===== src/rtl/itoa_pkg.sv =====
package itoa_pkg;

  // Default sizes for the top-level parameters.
  localparam int DEFAULT_VALUE_BITS = 32;
  localparam int DEFAULT_MAX_PAD = 40;

  // Width of one digit: the radix never exceeds thirty-six.
  localparam int DIGIT_W = 6;

  // Configuration register indexes.
  localparam logic REG_NUMBER_BASE = 1'b0;
  localparam logic REG_PAD_WIDTH = 1'b1;

  // Radix limits and reset value.
  localparam logic [DIGIT_W-1:0] BASE_MIN = 6'd2;
  localparam logic [DIGIT_W-1:0] BASE_MAX = 6'd36;
  localparam logic [DIGIT_W-1:0] BASE_TEN = 6'd10;
  localparam logic [DIGIT_W-1:0] PAD_RESET = 6'd0;

  // Largest digit that is written as a decimal numeral.
  localparam logic [DIGIT_W-1:0] DIGIT_NINE = 6'd9;

  // Character codes.
  localparam logic [7:0] ASCII_SPACE = 8'h20;
  localparam logic [7:0] ASCII_MINUS = 8'h2d;
  localparam logic [7:0] ASCII_ZERO = 8'h30;
  localparam logic [7:0] ASCII_LOWER_A = 8'h61;
  localparam logic [7:0] DIGIT_TEN = 8'd10;

  // Control from the sequencer to every cell of the chain.
  typedef struct packed {
    logic clear;
    logic shift;
  } cell_ctrl_t;

  // Map one digit value to its character.
  function automatic logic [7:0] digit_char(input logic [DIGIT_W-1:0] d);
    logic [7:0] d8;
    d8 = {2'b00, d};
    if (d > DIGIT_NINE) begin
      return d8 - DIGIT_TEN + ASCII_LOWER_A;
    end
    return d8 + ASCII_ZERO;
  endfunction

endpackage


===== src/rtl/itoa_cell.sv =====
module itoa_cell (
  input  logic                           clk,
  input  logic                           rst,
  input  logic [itoa_pkg::DIGIT_W-1:0]   base,
  input  itoa_pkg::cell_ctrl_t           ctrl,
  input  logic                           carry_in,
  input  logic                           valid_in,
  input  logic [itoa_pkg::DIGIT_W-1:0]   digit_in,
  output logic [itoa_pkg::DIGIT_W-1:0]   digit,
  output logic                           carry_out,
  output logic                           valid_out
);

  logic [itoa_pkg::DIGIT_W:0]   doubled;
  logic                         wrap;
  logic [itoa_pkg::DIGIT_W-1:0] step_digit;

  // Double the digit and add the incoming bit; wrap once the sum reaches the radix.
  assign doubled = {digit, carry_in};
  assign wrap = (doubled >= {1'b0, base});
  always_comb begin
    if (wrap) begin
      step_digit = itoa_pkg::DIGIT_W'(doubled - {1'b0, base});
    end else begin
      step_digit = itoa_pkg::DIGIT_W'(doubled);
    end
  end

  // The digit is cleared for a new word, moved up the chain, or stepped.
  always_ff @(posedge clk) begin
    if (ctrl.clear) begin
      digit <= '0;
    end else if (ctrl.shift) begin
      digit <= digit_in;
    end else if (valid_in) begin
      digit <= step_digit;
    end
  end

  // The carry is registered and reaches the next cell in the cycle after, with its valid mark.
  always_ff @(posedge clk) begin
    carry_out <= wrap;
    if (rst) begin
      valid_out <= 1'b0;
    end else begin
      valid_out <= valid_in & ~ctrl.clear;
    end
  end

endmodule


===== src/rtl/itoa_chain.sv =====
module itoa_chain #(
  parameter int VALUE_BITS = itoa_pkg::DEFAULT_VALUE_BITS
) (
  input  logic                          clk,
  input  logic                          rst,
  input  logic [itoa_pkg::DIGIT_W-1:0]  base,
  input  itoa_pkg::cell_ctrl_t          ctrl,
  input  logic                          in_valid,
  input  logic                          in_bit,
  output logic [itoa_pkg::DIGIT_W-1:0]  top_digit
);

  logic [itoa_pkg::DIGIT_W-1:0] digit_w [VALUE_BITS];
  logic [VALUE_BITS-1:0]        carry_w;
  logic [VALUE_BITS-1:0]        valid_w;

  // One cell per possible digit; cell zero holds the least significant digit.
  for (genvar i = 0; i < VALUE_BITS; i++) begin : g_cell
    if (i == 0) begin : g_first
      itoa_cell u_cell (
        .clk       (clk),
        .rst       (rst),
        .base      (base),
        .ctrl      (ctrl),
        .carry_in  (in_bit),
        .valid_in  (in_valid),
        .digit_in  ('0),
        .digit     (digit_w[i]),
        .carry_out (carry_w[i]),
        .valid_out (valid_w[i])
      );
    end else begin : g_rest
      itoa_cell u_cell (
        .clk       (clk),
        .rst       (rst),
        .base      (base),
        .ctrl      (ctrl),
        .carry_in  (carry_w[i-1]),
        .valid_in  (valid_w[i-1]),
        .digit_in  (digit_w[i-1]),
        .digit     (digit_w[i]),
        .carry_out (carry_w[i]),
        .valid_out (valid_w[i])
      );
    end
  end

  assign top_digit = digit_w[VALUE_BITS-1];

  // The magnitude always fits in the chain, so the top cell never carries out.
  a_no_overflow : assert property (@(posedge clk) disable iff (rst)
    valid_w[VALUE_BITS-1] |-> !carry_w[VALUE_BITS-1])
    else $error("digit chain overflowed");

  // Clearing and shifting never happen together.
  a_clear_shift : assert property (@(posedge clk) disable iff (rst)
    ctrl.clear |-> !ctrl.shift)
    else $error("chain cleared and shifted at once");

  // The chain is not shifted while bits are still being fed in. The top cell
  // may still show the mark of its final step, which is already complete.
  a_shift_idle : assert property (@(posedge clk) disable iff (rst)
    ctrl.shift |-> !in_valid && (valid_w[VALUE_BITS-2:0] == '0))
    else $error("chain shifted during conversion");

endmodule


===== src/rtl/integer_to_ascii_radix_padded.sv =====
// Integer to text converter in a configurable radix with leading-space padding.
// Configuration: an APB-style port; number_base at byte address 0 (radix, saturated
// to 2 through 36 in use) and pad_width at address 4 (minimum characters, saturated
// to MAX_PAD in use). Write registers only while busy is low.
// Input: a word in value is taken at a rising edge with start high and busy low.
// Output: one character a cycle on character, marked by char_strobe; last_char
// marks the final character. Spaces come first, then '-' for a negative value
// in radix ten, then the digits, most significant first.
// Operation: the bits enter a chain of digit cells one a cycle and each carry
// moves one cell a cycle. Leading zero digits are then shifted out of the
// chain one a cycle, and the characters leave one a cycle, max(pad, length)
// characters in all; busy stays high through conversion and emission.
// Reset clears the sequencer and sets number_base to ten and pad_width to zero.
// The receiver cannot stall: every strobe is taken in its own cycle.
module integer_to_ascii_radix_padded #(
  parameter int VALUE_BITS = itoa_pkg::DEFAULT_VALUE_BITS,
  parameter int MAX_PAD = itoa_pkg::DEFAULT_MAX_PAD
) (
  input  logic                         clk,
  input  logic                         rst,
  input  logic                         psel,
  input  logic                         penable,
  input  logic                         pwrite,
  input  logic [2:0]                   paddr,
  input  logic [31:0]                  pwdata,
  output logic [31:0]                  prdata,
  output logic                         pready,
  input  logic                         start,
  input  logic signed [VALUE_BITS-1:0] value,
  output logic                         busy,
  output logic [7:0]                   character,
  output logic                         last_char,
  output logic                         char_strobe
);

  localparam int DW = itoa_pkg::DIGIT_W;
  localparam int CNT_W = $clog2(2 * VALUE_BITS - 1);
  localparam int DC_W = $clog2(VALUE_BITS + 1);
  localparam int PAD_W = $clog2(MAX_PAD + 1);
  localparam int LEN_W = $clog2(VALUE_BITS + 2);
  localparam int CMP_W = (PAD_W > LEN_W) ? PAD_W : LEN_W;

  localparam logic [1:0] ST_IDLE = 2'd0;
  localparam logic [1:0] ST_CONV = 2'd1;
  localparam logic [1:0] ST_NORM = 2'd2;
  localparam logic [1:0] ST_EMIT = 2'd3;

  logic [DW-1:0]         number_base;
  logic [DW-1:0]         pad_width;
  logic [1:0]            state;
  logic [1:0]            state_next;
  logic [DW-1:0]         base_q;
  logic [VALUE_BITS-1:0] shift_value;
  logic [CNT_W-1:0]      conv_cnt;
  logic [DC_W-1:0]       digit_count;
  logic [PAD_W-1:0]      space_cnt;
  logic                  negative_flag;

  logic                  accept;
  logic                  cfg_write;
  logic [DW-1:0]         base_sat;
  logic [PAD_W-1:0]      pad_sat;
  logic [VALUE_BITS-1:0] value_u;
  logic                  is_neg;
  logic [VALUE_BITS-1:0] magnitude;
  logic                  feed_valid;
  logic                  conv_done;
  logic                  norm_shift;
  logic                  emit_digit;
  logic                  emit_last;
  logic [CMP_W-1:0]      len_c;
  logic [PAD_W-1:0]      spaces_c;
  logic [DW-1:0]         top_digit;
  itoa_pkg::cell_ctrl_t  ctrl;

  // Configuration port.
  assign pready = 1'b1;
  assign cfg_write = psel & penable & pwrite & pready;

  always_ff @(posedge clk) begin
    if (rst) begin
      number_base <= itoa_pkg::BASE_TEN;
      pad_width <= itoa_pkg::PAD_RESET;
    end else if (cfg_write) begin
      if (paddr[2] == itoa_pkg::REG_NUMBER_BASE) begin
        number_base <= pwdata[DW-1:0];
      end else begin
        pad_width <= pwdata[DW-1:0];
      end
    end
  end

  always_comb begin
    if (paddr[2] == itoa_pkg::REG_PAD_WIDTH) begin
      prdata = {{(32 - DW){1'b0}}, pad_width};
    end else begin
      prdata = {{(32 - DW){1'b0}}, number_base};
    end
  end

  // Saturate the radix and the pad width to their legal ranges.
  always_comb begin
    if (number_base < itoa_pkg::BASE_MIN) begin
      base_sat = itoa_pkg::BASE_MIN;
    end else if (number_base > itoa_pkg::BASE_MAX) begin
      base_sat = itoa_pkg::BASE_MAX;
    end else begin
      base_sat = number_base;
    end
    if (7'(pad_width) > 7'(MAX_PAD)) begin
      pad_sat = PAD_W'(MAX_PAD);
    end else begin
      pad_sat = PAD_W'(pad_width);
    end
  end

  // Only radix ten reads the word as signed.
  assign accept = start & ~busy;
  assign value_u = value;
  assign is_neg = (number_base == itoa_pkg::BASE_TEN) && value_u[VALUE_BITS-1];
  assign magnitude = is_neg ? (~value_u + {{(VALUE_BITS - 1){1'b0}}, 1'b1}) : value_u;

  // Sequencer conditions.
  assign feed_valid = (state == ST_CONV) && (conv_cnt < CNT_W'(VALUE_BITS));
  assign conv_done = (conv_cnt == CNT_W'(2 * VALUE_BITS - 2));
  assign norm_shift = (state == ST_NORM) && (top_digit == '0) &&
                      (digit_count > DC_W'(1));
  assign emit_digit = (state == ST_EMIT) && (space_cnt == '0) && !negative_flag;
  assign emit_last = emit_digit && (digit_count == DC_W'(1));

  // Spaces needed once the digit count is known.
  assign len_c = CMP_W'(digit_count) + CMP_W'(negative_flag);
  always_comb begin
    if (CMP_W'(pad_sat) > len_c) begin
      spaces_c = PAD_W'(CMP_W'(pad_sat) - len_c);
    end else begin
      spaces_c = '0;
    end
  end

  assign ctrl.clear = accept;
  assign ctrl.shift = norm_shift | emit_digit;

  always_comb begin
    state_next = state;
    case (state)
      ST_IDLE: begin
        if (accept) begin
          state_next = ST_CONV;
        end
      end
      ST_CONV: begin
        if (conv_done) begin
          state_next = ST_NORM;
        end
      end
      ST_NORM: begin
        if (!norm_shift) begin
          state_next = ST_EMIT;
        end
      end
      ST_EMIT: begin
        if (emit_last) begin
          state_next = ST_IDLE;
        end
      end
      default: begin
        state_next = ST_IDLE;
      end
    endcase
  end

  assign busy = (state != ST_IDLE);

  // Control registers of the sequencer.
  always_ff @(posedge clk) begin
    if (rst) begin
      state <= ST_IDLE;
      conv_cnt <= '0;
      digit_count <= '0;
      space_cnt <= '0;
      negative_flag <= 1'b0;
    end else begin
      state <= state_next;
      if (accept) begin
        conv_cnt <= '0;
        digit_count <= DC_W'(VALUE_BITS);
        negative_flag <= is_neg;
      end else begin
        if (state == ST_CONV) begin
          conv_cnt <= conv_cnt + CNT_W'(1);
        end
        if (norm_shift || emit_digit) begin
          digit_count <= digit_count - DC_W'(1);
        end
        if (state == ST_NORM && !norm_shift) begin
          space_cnt <= spaces_c;
        end else if (state == ST_EMIT && space_cnt != '0) begin
          space_cnt <= space_cnt - PAD_W'(1);
        end else if (state == ST_EMIT && negative_flag) begin
          negative_flag <= 1'b0;
        end
      end
    end
  end

  // Word and radix held for the conversion; bits leave most significant first.
  always_ff @(posedge clk) begin
    if (accept) begin
      base_q <= base_sat;
      shift_value <= magnitude;
    end else if (feed_valid) begin
      shift_value <= {shift_value[VALUE_BITS-2:0], 1'b0};
    end
  end

  itoa_chain #(
    .VALUE_BITS (VALUE_BITS)
  ) u_chain (
    .clk       (clk),
    .rst       (rst),
    .base      (base_q),
    .ctrl      (ctrl),
    .in_valid  (feed_valid),
    .in_bit    (shift_value[VALUE_BITS-1]),
    .top_digit (top_digit)
  );

  // Output register: one character per cycle while emitting.
  always_ff @(posedge clk) begin
    if (rst) begin
      char_strobe <= 1'b0;
    end else begin
      char_strobe <= (state == ST_EMIT);
    end
    last_char <= emit_last;
    if (space_cnt != '0) begin
      character <= itoa_pkg::ASCII_SPACE;
    end else if (negative_flag) begin
      character <= itoa_pkg::ASCII_MINUS;
    end else begin
      character <= itoa_pkg::digit_char(top_digit);
    end
  end

  // Characters only follow the emit phase.
  a_strobe_src : assert property (@(posedge clk) disable iff (rst)
    char_strobe |-> $past(state) == ST_EMIT)
    else $error("character strobe outside emission");

  // The final character returns the block to idle.
  a_last_idle : assert property (@(posedge clk) disable iff (rst)
    char_strobe && last_char |-> state == ST_IDLE)
    else $error("last character without return to idle");

  // At least one digit always remains to be emitted.
  a_digits_left : assert property (@(posedge clk) disable iff (rst)
    (state == ST_NORM || state == ST_EMIT) |-> digit_count != '0)
    else $error("digit count ran out");

  // An accepted word starts a conversion with its counter at zero.
  a_start_conv : assert property (@(posedge clk) disable iff (rst)
    accept |=> state == ST_CONV && conv_cnt == '0)
    else $error("conversion did not start");

endmodule


===== config.mk =====
export PLATFORM = sky130hd
export DESIGN_NAME = integer_to_ascii_radix_padded
export DESIGN_NICKNAME = d
export VERILOG_FILES = /design/src/rtl/itoa_pkg.sv /design/src/rtl/itoa_cell.sv /design/src/rtl/itoa_chain.sv /design/src/rtl/integer_to_ascii_radix_padded.sv
export SDC_FILE = /design/constraint.sdc
export NUM_CORES = 1
export LEC_CHECK = 0
export BUFFER_PORTS_ARGS = -buffer_cell sky130_fd_sc_hd__buf_2
export CORE_MARGIN = 1
export CORE_UTILIZATION = 60
export CTS_BUF_LIST = sky130_fd_sc_hd__clkbuf_2 sky130_fd_sc_hd__clkbuf_4 sky130_fd_sc_hd__clkbuf_8
export CTS_CLUSTER_DIAMETER = 30
export DETAILED_ROUTE_END_ITERATION = 8
export PLACE_DENSITY = 0.76
export SETUP_SLACK_MARGIN = 0.2
export SLEW_MARGIN = 15
export SYNTH_ARGS = -nofsm -noshare
export SYNTH_HDL_FRONTEND = slang
export SYNTH_SLANG_ARGS = --single-unit

===== constraint.sdc =====
create_clock -name clk -period 14.3 [get_ports clk]
set_input_delay 1.43 -clock clk [delete_from_list [all_inputs] [get_ports clk]]
set_output_delay 1.43 -clock clk [all_outputs]
set_load 0.05 [all_outputs]

==> impl_metrics.py, run 1 <==
metrics = {
    "finish": {
        "syn_to_final_growth_pct": 10.1,
        "drive_gt1_share_pct": 11.7,
        "layout.cells.non_filler": 3566,
        "fin_nets": 3290,
        "n_antenna_cell": 0,
    },
    "clock_network": {
        "clkTransAtPathRegs_ns": 0.06,
        "insertion_delay_ns": 0.65,
        "clk_path_buf_depth": 3,
        "tritoncts": "built",
        "cts_resized": 0,
        "cts-buffers-inserted": 88,
        "cts_setup_buffers": 0,
        "cts_hold_buf": 0,
        "cts_max_level": 3,
        "cts-root-buf": "clkbuf_8",
        "cts.sinks": 335,
    },
    "logic_synthesis": {
        "syn_area_mm2": 0.0247,
        "synth_edf_count": 38,
        "ys_types": 70,
        "synth.avg_cell_area_um2": 8.41,
        "synth.yosys.seq_area_share_pct": 28.6,
        "yosysWarnings": 0,
        "synthArstFlopShare_pct": 0,
        "yosys_most_used_dff": "dfxtp_1",
        "synth_seq_cells": 335,
        "synth_cells": 2943,
    },
    "drt": {
        "top_layer_used": "met4",
        "drtIter0Drc": 1422,
        "detail_route.first_pass.iterations": 5,
        "route.layer.met1.wl_mm": 28.3,
        "detail_route.wl_per_cell_um": 17.3,
        "routed_via_density": 6.25,
        "vias": 22300,
        "route.met2.wl_mm": 28.8,
        "route.detailed.drc": 0,
        "wl_mm": 61.8,
        "route.antenna.remaining_nets": 0,
        "wl_met3_mm": 3.00,
    },
    "worst_setup_path": {
        "cp-start-kind": "register",
        "worstSetupPathType": "register to register",
        "critical_path_arrival_ns": 5.20,
        "end_kind": "register",
        "required_ns": 14.86,
        "path_max_fanout": 72,
    },
    "power": {
        "peakVddDrop_uv": 128,
        "p_leak_nw": 11.4,
        "power_mw": 5.35,
        "p_per_area_mw_per_mm2": 196,
    },
    "timing": {
        "holdWs_ns": 0.489,
        "skew_ns": 0.0224,
        "period_share_pct": 32.4,
        "fin_crit_ns": 4.64,
        "worst_slew_pin_slew_ns": 1.20,
        "relSlewSlack_pct": 19.9,
        "slew_viol_final": 0,
        "rsz0062_at_grt": "false",
        "setup_viol": 0,
        "fmax_ghz": 0.216,
        "setup_tns_ns": 0,
        "hold_violations": 0,
    },
    "global_route": {
        "grt_pass1_wl_mm": 103,
        "gr-total-overflow": 0,
        "antenna_found_initial": 0,
        "grt_pass1_vias": 21600,
        "gr-usage-all-layers_pct": 29.5,
        "grt_start_max_net_pins": 214,
    },
    "floorplan": {
        "io_pins": 117,
        "die_w_um": 205,
        "core_mm2": 0.0407,
        "die-area_mm2": 0.0420,
        "start_util_pct": 60.7,
        "die_y_um": 205,
        "rows": 74,
    },
    "placement": {
        "dp.cells": 3408,
        "port_buffers": 61,
        "place_congestion": 0.861,
        "place_hpwl_mm": 39.1,
    },
    "outcome": {
        "status": "finished, final reports clean",
    },
    "min_path": {
        "hold_path_class": "register to register",
    },
    "flow_run": {
        "maxCapViolations": 0,
    },
}
final timing paths:
| check | start | end | slack (ns) | cells after the start |
|---|---|---|---|---|
| min reg2reg | space_cnt[1]$_SDFFE_PP0P_ | space_cnt[1]$_SDFFE_PP0P_ | 0.49 | 2 |
| max reg2reg | space_cnt[0]$_SDFFE_PP0P_ | u_chain.g_cell[18].g_rest.u_cell.digit[5]$_SDFFE_PP0P_ | 9.66 | 10 |
| max | space_cnt[0]$_SDFFE_PP0P_ | u_chain.g_cell[18].g_rest.u_cell.digit[5]$_SDFFE_PP0P_ | 9.66 | 10 |
| min | space_cnt[1]$_SDFFE_PP0P_ | space_cnt[1]$_SDFFE_PP0P_ | 0.49 | 2 |
registers in the layout (all words and copies together) (netlist names), 2 cells and up:
name                                    cells
u_chain.g_cell.g_rest.u_cell.valid_out     30
u_chain.g_cell.g_first.u_cell.digit         6
space_cnt                                   6
shift_value                                32
number_base                                 6
u_chain.g_cell.g_rest.u_cell.carry_out     30
digit_count                                 6
state                                       2
pad_width                                   6
u_chain.g_cell.g_rest.u_cell.digit        186
character                                   8
base_q                                      6
conv_cnt                                    6
logic make-up after synthesis:
group	count (synthesis)	share of synthesized area, %
other	2	0.0304
DFF	335	28.6
and+or+nand+nor	857	17.1
buffers and inverters	325	5.64
xor gates and xnor gates	119	4.21
muxes	174	7.10
adders and majority gates	251	13.7
AOI/OAI and AO/OA	880	23.6
synthesized netlist by cell type (4+ instances only):
cell type	n	share of area, %
a211o_1	7	0.25
a211oi_1	122	3.7
a21o_1	5	0.15
a21oi_1	206	4.2
a221oi_1	7	0.25
a31o_2	63	2.2
a31oi_1	14	0.35
a32o_1	16	0.65
a41oi_1	30	1.1
and2_1	32	0.81
and3_1	29	0.73
buf_1	4	0.061
buf_2	33	0.67
buf_4	32	0.97
clkbuf_1	94	1.4
dfxtp_1	297	24
edfxtp_1	38	4.6
fa_1	33	2.7
ha_1	218	11
inv_1	160	2.4
mux2_2	11	0.50
mux2i_1	163	6.6
nand2_1	205	3.1
nand2b_1	94	2.4
nand3_1	77	1.6
nand4_1	36	0.91
nor2_1	263	4.0
nor2b_1	14	0.35
nor3_1	15	0.30
nor3_2	27	1.1
nor4_1	7	0.18
o211ai_1	110	3.3
o21a_1	8	0.24
o21ai_0	204	4.1
o21ai_1	5	0.10
o22ai_1	26	0.66
o311a_1	28	1.1
o31ai_1	8	0.24
or3_1	38	0.96
or4_1	4	0.12
xnor2_1	68	2.4
xor2_1	51	1.8
placed cells by master, fill, tap and decap left out, types with 8 or more instances in the layout:
| cell | synthesis | routed |
|---|---|---|
| a211oi_1 | 122 | 122 |
| a21oi_1 | 206 | 206 |
| a31o_2 | 63 | 63 |
| a31oi_1 | 14 | 14 |
| a32o_1 | 16 | 16 |
| a41oi_1 | 30 | 30 |
| and2_1 | 32 | 32 |
| and3_1 | 29 | 29 |
| buf_2 | 33 | 61 |
| buf_4 | 32 | 11 |
| bufinv_16 | 0 | 14 |
| clkbuf_4 | 0 | 9 |
| clkbuf_8 | 0 | 104 |
| clkinv_2 | 0 | 15 |
| clkinvlp_4 | 0 | 8 |
| conb_1 | 2 | 27 |
| dfxtp_1 | 297 | 297 |
| edfxtp_1 | 38 | 38 |
| fa_1 | 33 | 33 |
| ha_1 | 218 | 218 |
| inv_1 | 160 | 155 |
| mux2_2 | 11 | 11 |
| mux2i_1 | 163 | 163 |
| nand2_1 | 205 | 203 |
| nand2b_1 | 94 | 94 |
| nand3_1 | 77 | 77 |
| nand4_1 | 36 | 36 |
| nor2_1 | 263 | 262 |
| nor2b_1 | 14 | 14 |
| nor3_1 | 15 | 15 |
| nor3_2 | 27 | 27 |
| o211ai_1 | 110 | 110 |
| o21a_1 | 8 | 8 |
| o21ai_0 | 204 | 203 |
| o22ai_1 | 26 | 26 |
| o311a_1 | 28 | 28 |
| o31ai_1 | 8 | 8 |
| or3_1 | 38 | 38 |
| xnor2_1 | 68 | 68 |
| xor2_1 | 51 | 51 |
final cells by class:
type / count / area (um2)
inverters: 160 / 601
clock inverters: 45 / 613
clock buffers: 113 / 1500
fillers: 3413 / 13500
multi-input cells: 2308 / 16400
repair buffers: 73 / 408
flip-flops and latches: 335 / 7090
well taps: 532 / 666
layer usage:
metal / global-route usage [%] / vias to the layer above
met5: 0 / -
met4: 12.0 / 0
met3: 4.31 / 155
met2: 48.6 / 611
met1: 38.6 / 10600
li1: - / 10900
critical path, cell delays in order, from the launching register on:
cell and delay [ns]:
dfxtp_1 0.32, inv_1 0.08, ha_1 0.18, or3b_4 0.41
or4_1 0.62, o21ai_4 0.83, buf_4 0.75, buf_4 0.74
or3_1 0.20, o211ai_1 0.10, a41oi_1 0.22
metrics by stage:
| stage | util (%) | worst slack (ns) | cell area (um2) |
|---|---|---|---|
| 6_report | 66.9 | 9.66 | 27200 |
| 5_1_grt | 66.9 | 9.43 | 27200 |
| 4_1_cts | 66.9 | 9.73 | 27200 |
| 3_5_place_dp | 61.7 | 9.75 | 25100 |
| 3_3_place_gp | 61.7 | 9.84 | 25100 |
| 2_1_floorplan | - | 9.60 | 24800 |
where the power goes:
part           switching (mW)  internal (mW)  leakage [nW]
sequential              0.193           1.22          2.78
clock                   0.512          0.943          1.08
combinational            1.53          0.945          7.50
total                    2.24           3.11          11.4
No activity file was read; power rests on OpenSTA's default activity.
==> run 2, diff against run 1 <==
Settings changed: ABC_AREA set to 1, CORE_UTILIZATION 60 to 59, PLACE_DENSITY 0.76 to 0.78.
Clock period 14.3 ns to 3.96 ns, I/O delays scaled along.
==> impl_metrics.py, run 2 <==
metrics = {
    "power": {
        "peakVddDrop_uv": 416,
        "p_per_area_mw_per_mm2": 459,
        "power_mw": 14.2,
        "p_leak_nw": 14.2,
    },
    "finish": {
        "layout_commonest_cell": "nand2_1",
        "regArea_mm2": 0.00709,
        "layout.cells.non_filler": 4983,
        "top_register": "u_chain.g_cell.g_rest.u_cell.digit",
        "drive_gt1_share_pct": 11.3,
        "final_area_mm2": 0.0309,
        "multiInputGateArea_mm2": 0.0182,
        "layout_common_cells": "1,112 x nand2_1, 602 x inv_1, 456 x nand3_1",
        "syn_to_final_growth_pct": 12.7,
        "fin_nets": 4636,
        "reg_top3": "u_chain.g_cell.g_rest.u_cell.digit (186), shift_value (32)",
        "largest_reg_flops": 186,
        "nFillCells": 4124,
    },
    "global_route": {
        "grt_pass1_wl_mm": 121,
        "gr-usage-all-layers_pct": 30.2,
        "antenna_found_initial": 1,
        "gr-total-overflow": 0,
        "grt_pass1_vias": 26000,
        "grt_start_max_net_pins": 189,
    },
    "logic_synthesis": {
        "synth.yosys.seq_area_share_pct": 25.8,
        "yosys-top-cells-count": "1,172 x nand2_1, 609 x inv_1, 516 x nand3_1",
        "yosys.area.top_type": "dfxtp_1",
        "synth_area_leaders": "dfxtp_1 22%, nand2_1 16%, ha_1 9.9%",
        "synth.avg_cell_area_um2": 6.47,
        "ys_types": 37,
        "yosys_most_used_dff": "dfxtp_1",
        "synthArstFlopShare_pct": 0,
        "yosysMostFrequentCell": "nand2_1",
        "syn_area_mm2": 0.0275,
        "synth_cells": 4246,
        "synth_top_area_share_pct": 21.7,
        "yosysWarnings": 0,
        "synth_edf_count": 38,
        "synth_seq_cells": 335,
    },
    "min_path": {
        "hold_path_class": "input port to register",
        "holdCritStartpoint": "pwdata[4]",
        "hold_depth": 3,
        "hold_end": "number_base[4]$_SDFFE_PP0P_",
    },
    "outcome": {
        "status": "finished, final reports clean",
    },
    "worst_setup_path": {
        "rr_worst_depth": 12,
        "worst_r2r_endpoint": "u_chain.g_cell[11].g_rest.u_cell.digit[1]$_SDFFE_PP0P_",
        "worstSetupPathType": "register to register",
        "end_kind": "register",
        "r2r-start": "base_q[4]$_SDFFCE_PP0P_",
        "ff2ff_setup_slack_ns": 1.13,
        "path_max_fanout": 21,
        "cp-start-kind": "register",
        "critical_path_arrival_ns": 3.40,
        "required_ns": 4.53,
    },
    "clock_network": {
        "cts_resized": 0,
        "cts-buffers-inserted": 87,
        "cts.sinks": 335,
        "clk_path_buf_depth": 3,
        "clkTransAtPathRegs_ns": 0.06,
        "cts_max_level": 3,
        "insertion_delay_ns": 0.66,
        "cts-root-buf": "clkbuf_8",
        "tritoncts": "built",
    },
    "floorplan": {
        "die_w_um": 218,
        "io_pins": 117,
        "start_util_pct": 60.1,
        "die_y_um": 218,
        "rows": 78,
        "die-area_mm2": 0.0474,
        "core_mm2": 0.0457,
    },
    "flow_run": {
        "maxCapViolations": 0,
    },
    "drt": {
        "detail_route.wl_per_cell_um": 14.4,
        "wl_mm": 71.9,
        "routed_via_density": 5.61,
        "drtIter0Drc": 1943,
        "route.detailed.drc": 0,
        "detail_route.first_pass.iterations": 6,
        "route.antenna.remaining_nets": 0,
        "vias": 27900,
    },
    "timing": {
        "skew_ns": 0.0235,
        "setup_viol": 0,
        "relSlewSlack_pct": 25.4,
        "slew_viol_final": 0,
        "rsz0062_at_grt": "false",
        "fin_crit_ns": 2.83,
        "hold_violations": 0,
        "period_share_pct": 71.5,
        "worst_slew_pin_slew_ns": 1.12,
        "fmax_ghz": 0.353,
    },
    "placement": {
        "port_buffers": 61,
        "place_congestion": 0.936,
        "place_hpwl_mm": 47.3,
        "dp.cells": 4817,
        "place_area_mm2": 0.0289,
    },
}
[run 2: cell count changes in the layout (fill, tap and decap cells not counted), sizes merged, moves of 121 or more]
cell | before | now
a211oi | 123 | 2
inv | 163 | 609
mux2i | 163 | 0
nand2 | 205 | 1174
nand3 | 77 | 516
nand3b | 1 | 127
nand4 | 36 | 275
[run 2: critical path: stages, from the launching register on]
cell and delay, ns:
edfxtp_1 0.38, inv_2 0.61, buf_4 0.33, ha_1 0.31, nand2_1 0.08, nand2_1 0.06, nand2_1 0.06, nand2_1 0.07
nor2_2 0.27, nand2_2 0.20, nand2_1 0.11, nand3_1 0.09, a21oi_1 0.14
[run 2: cell families (layout without fill, tap and decap cells)]
family | Yosys count | after routing | share of synthesized area (%)
simple gates | 2472 | 2472 | 41.7
buf+inv | 746 | 857 | 10.8
compound gates | 350 | 350 | 6.49
flops | 335 | 335 | 25.8
fa+ha+maj | 251 | 251 | 12.3
xor+xnor | 90 | 90 | 2.87
other cells | 2 | 28 | 0.0274
[run 2: worst max-delay path by stage]
stage / from / depth (start not counted) / slack (ns) / to
after floorplan: base_q[1]$_SDFFCE_PP1P_ / 10 / -0.08 / u_chain.g_cell[12].g_rest.u_cell.digit[4]$_SDFFE_PP0P_
after global placement: base_q[4]$_SDFFCE_PP0P_ / 12 / 1.27 / u_chain.g_cell[20].g_rest.u_cell.digit[1]$_SDFFE_PP0P_
after detailed placement: base_q[4]$_SDFFCE_PP0P_ / 12 / 1.22 / u_chain.g_cell[21].g_rest.u_cell.digit[0]$_SDFFE_PP0P_
after CTS: base_q[4]$_SDFFCE_PP0P_ / 12 / 1.19 / u_chain.g_cell[11].g_rest.u_cell.digit[1]$_SDFFE_PP0P_
after global routing: base_q[4]$_SDFFCE_PP0P_ / 12 / 1.00 / u_chain.g_cell[20].g_rest.u_cell.digit[2]$_SDFFE_PP0P_
final: base_q[4]$_SDFFCE_PP0P_ / 12 / 1.13 / u_chain.g_cell[11].g_rest.u_cell.digit[1]$_SDFFE_PP0P_
[run 2: cell type report]
type                            count  area share, %
Clock inverter                     39           1.37
Tap cell                          600           2.43
Sequential cell                   335           22.9
Antenna cell                        1        0.00809
Inverter                          610           7.42
Multi-Input combinational cell   3190           58.9
Clock buffer                      120           5.04
Timing Repair Buffer               88           1.93
[run 2: timing repair]
action,in CTS,in global routing
hold buffers,6,0
setup buffers,0,0
setup endpoints to repair,0,0
endpoints found under the hold margin,9,0
[run 2: layer usage]
layer	track usage, %	vias up	part of all wire [%]
li1	-	14200	-
met1	38.2	12800	45
met2	52.2	798	47
met3	4.27	160	5.8
met4	10.8	0	2.5
met5	0	-	0
[run 2: metrics by stage]
step / util [%] / hold slack, ns / setup TNS, ns / setup slack, ns
final: 67.7 / 0.0752 / 0 / 1.13
after global routing: 67.7 / 0.0594 / 0 / 1.00
after CTS: 67.7 / 0.0160 / 0 / 1.19
after detailed placement: 63.3 / 0.447 / 0 / 1.22
after global placement: 63.3 / 0.436 / 0 / 1.27
after floorplan: - / 0.455 / -1.89 / -0.0751
[run 2: report_power, final]
| group | internal [mW] | switching [mW] |
|---|---|---|
| Combinational | 1.56 | 3.72 |
| Clock | 3.07 | 1.81 |
| Sequential | 3.87 | 0.169 |
| Total | 8.50 | 5.69 |
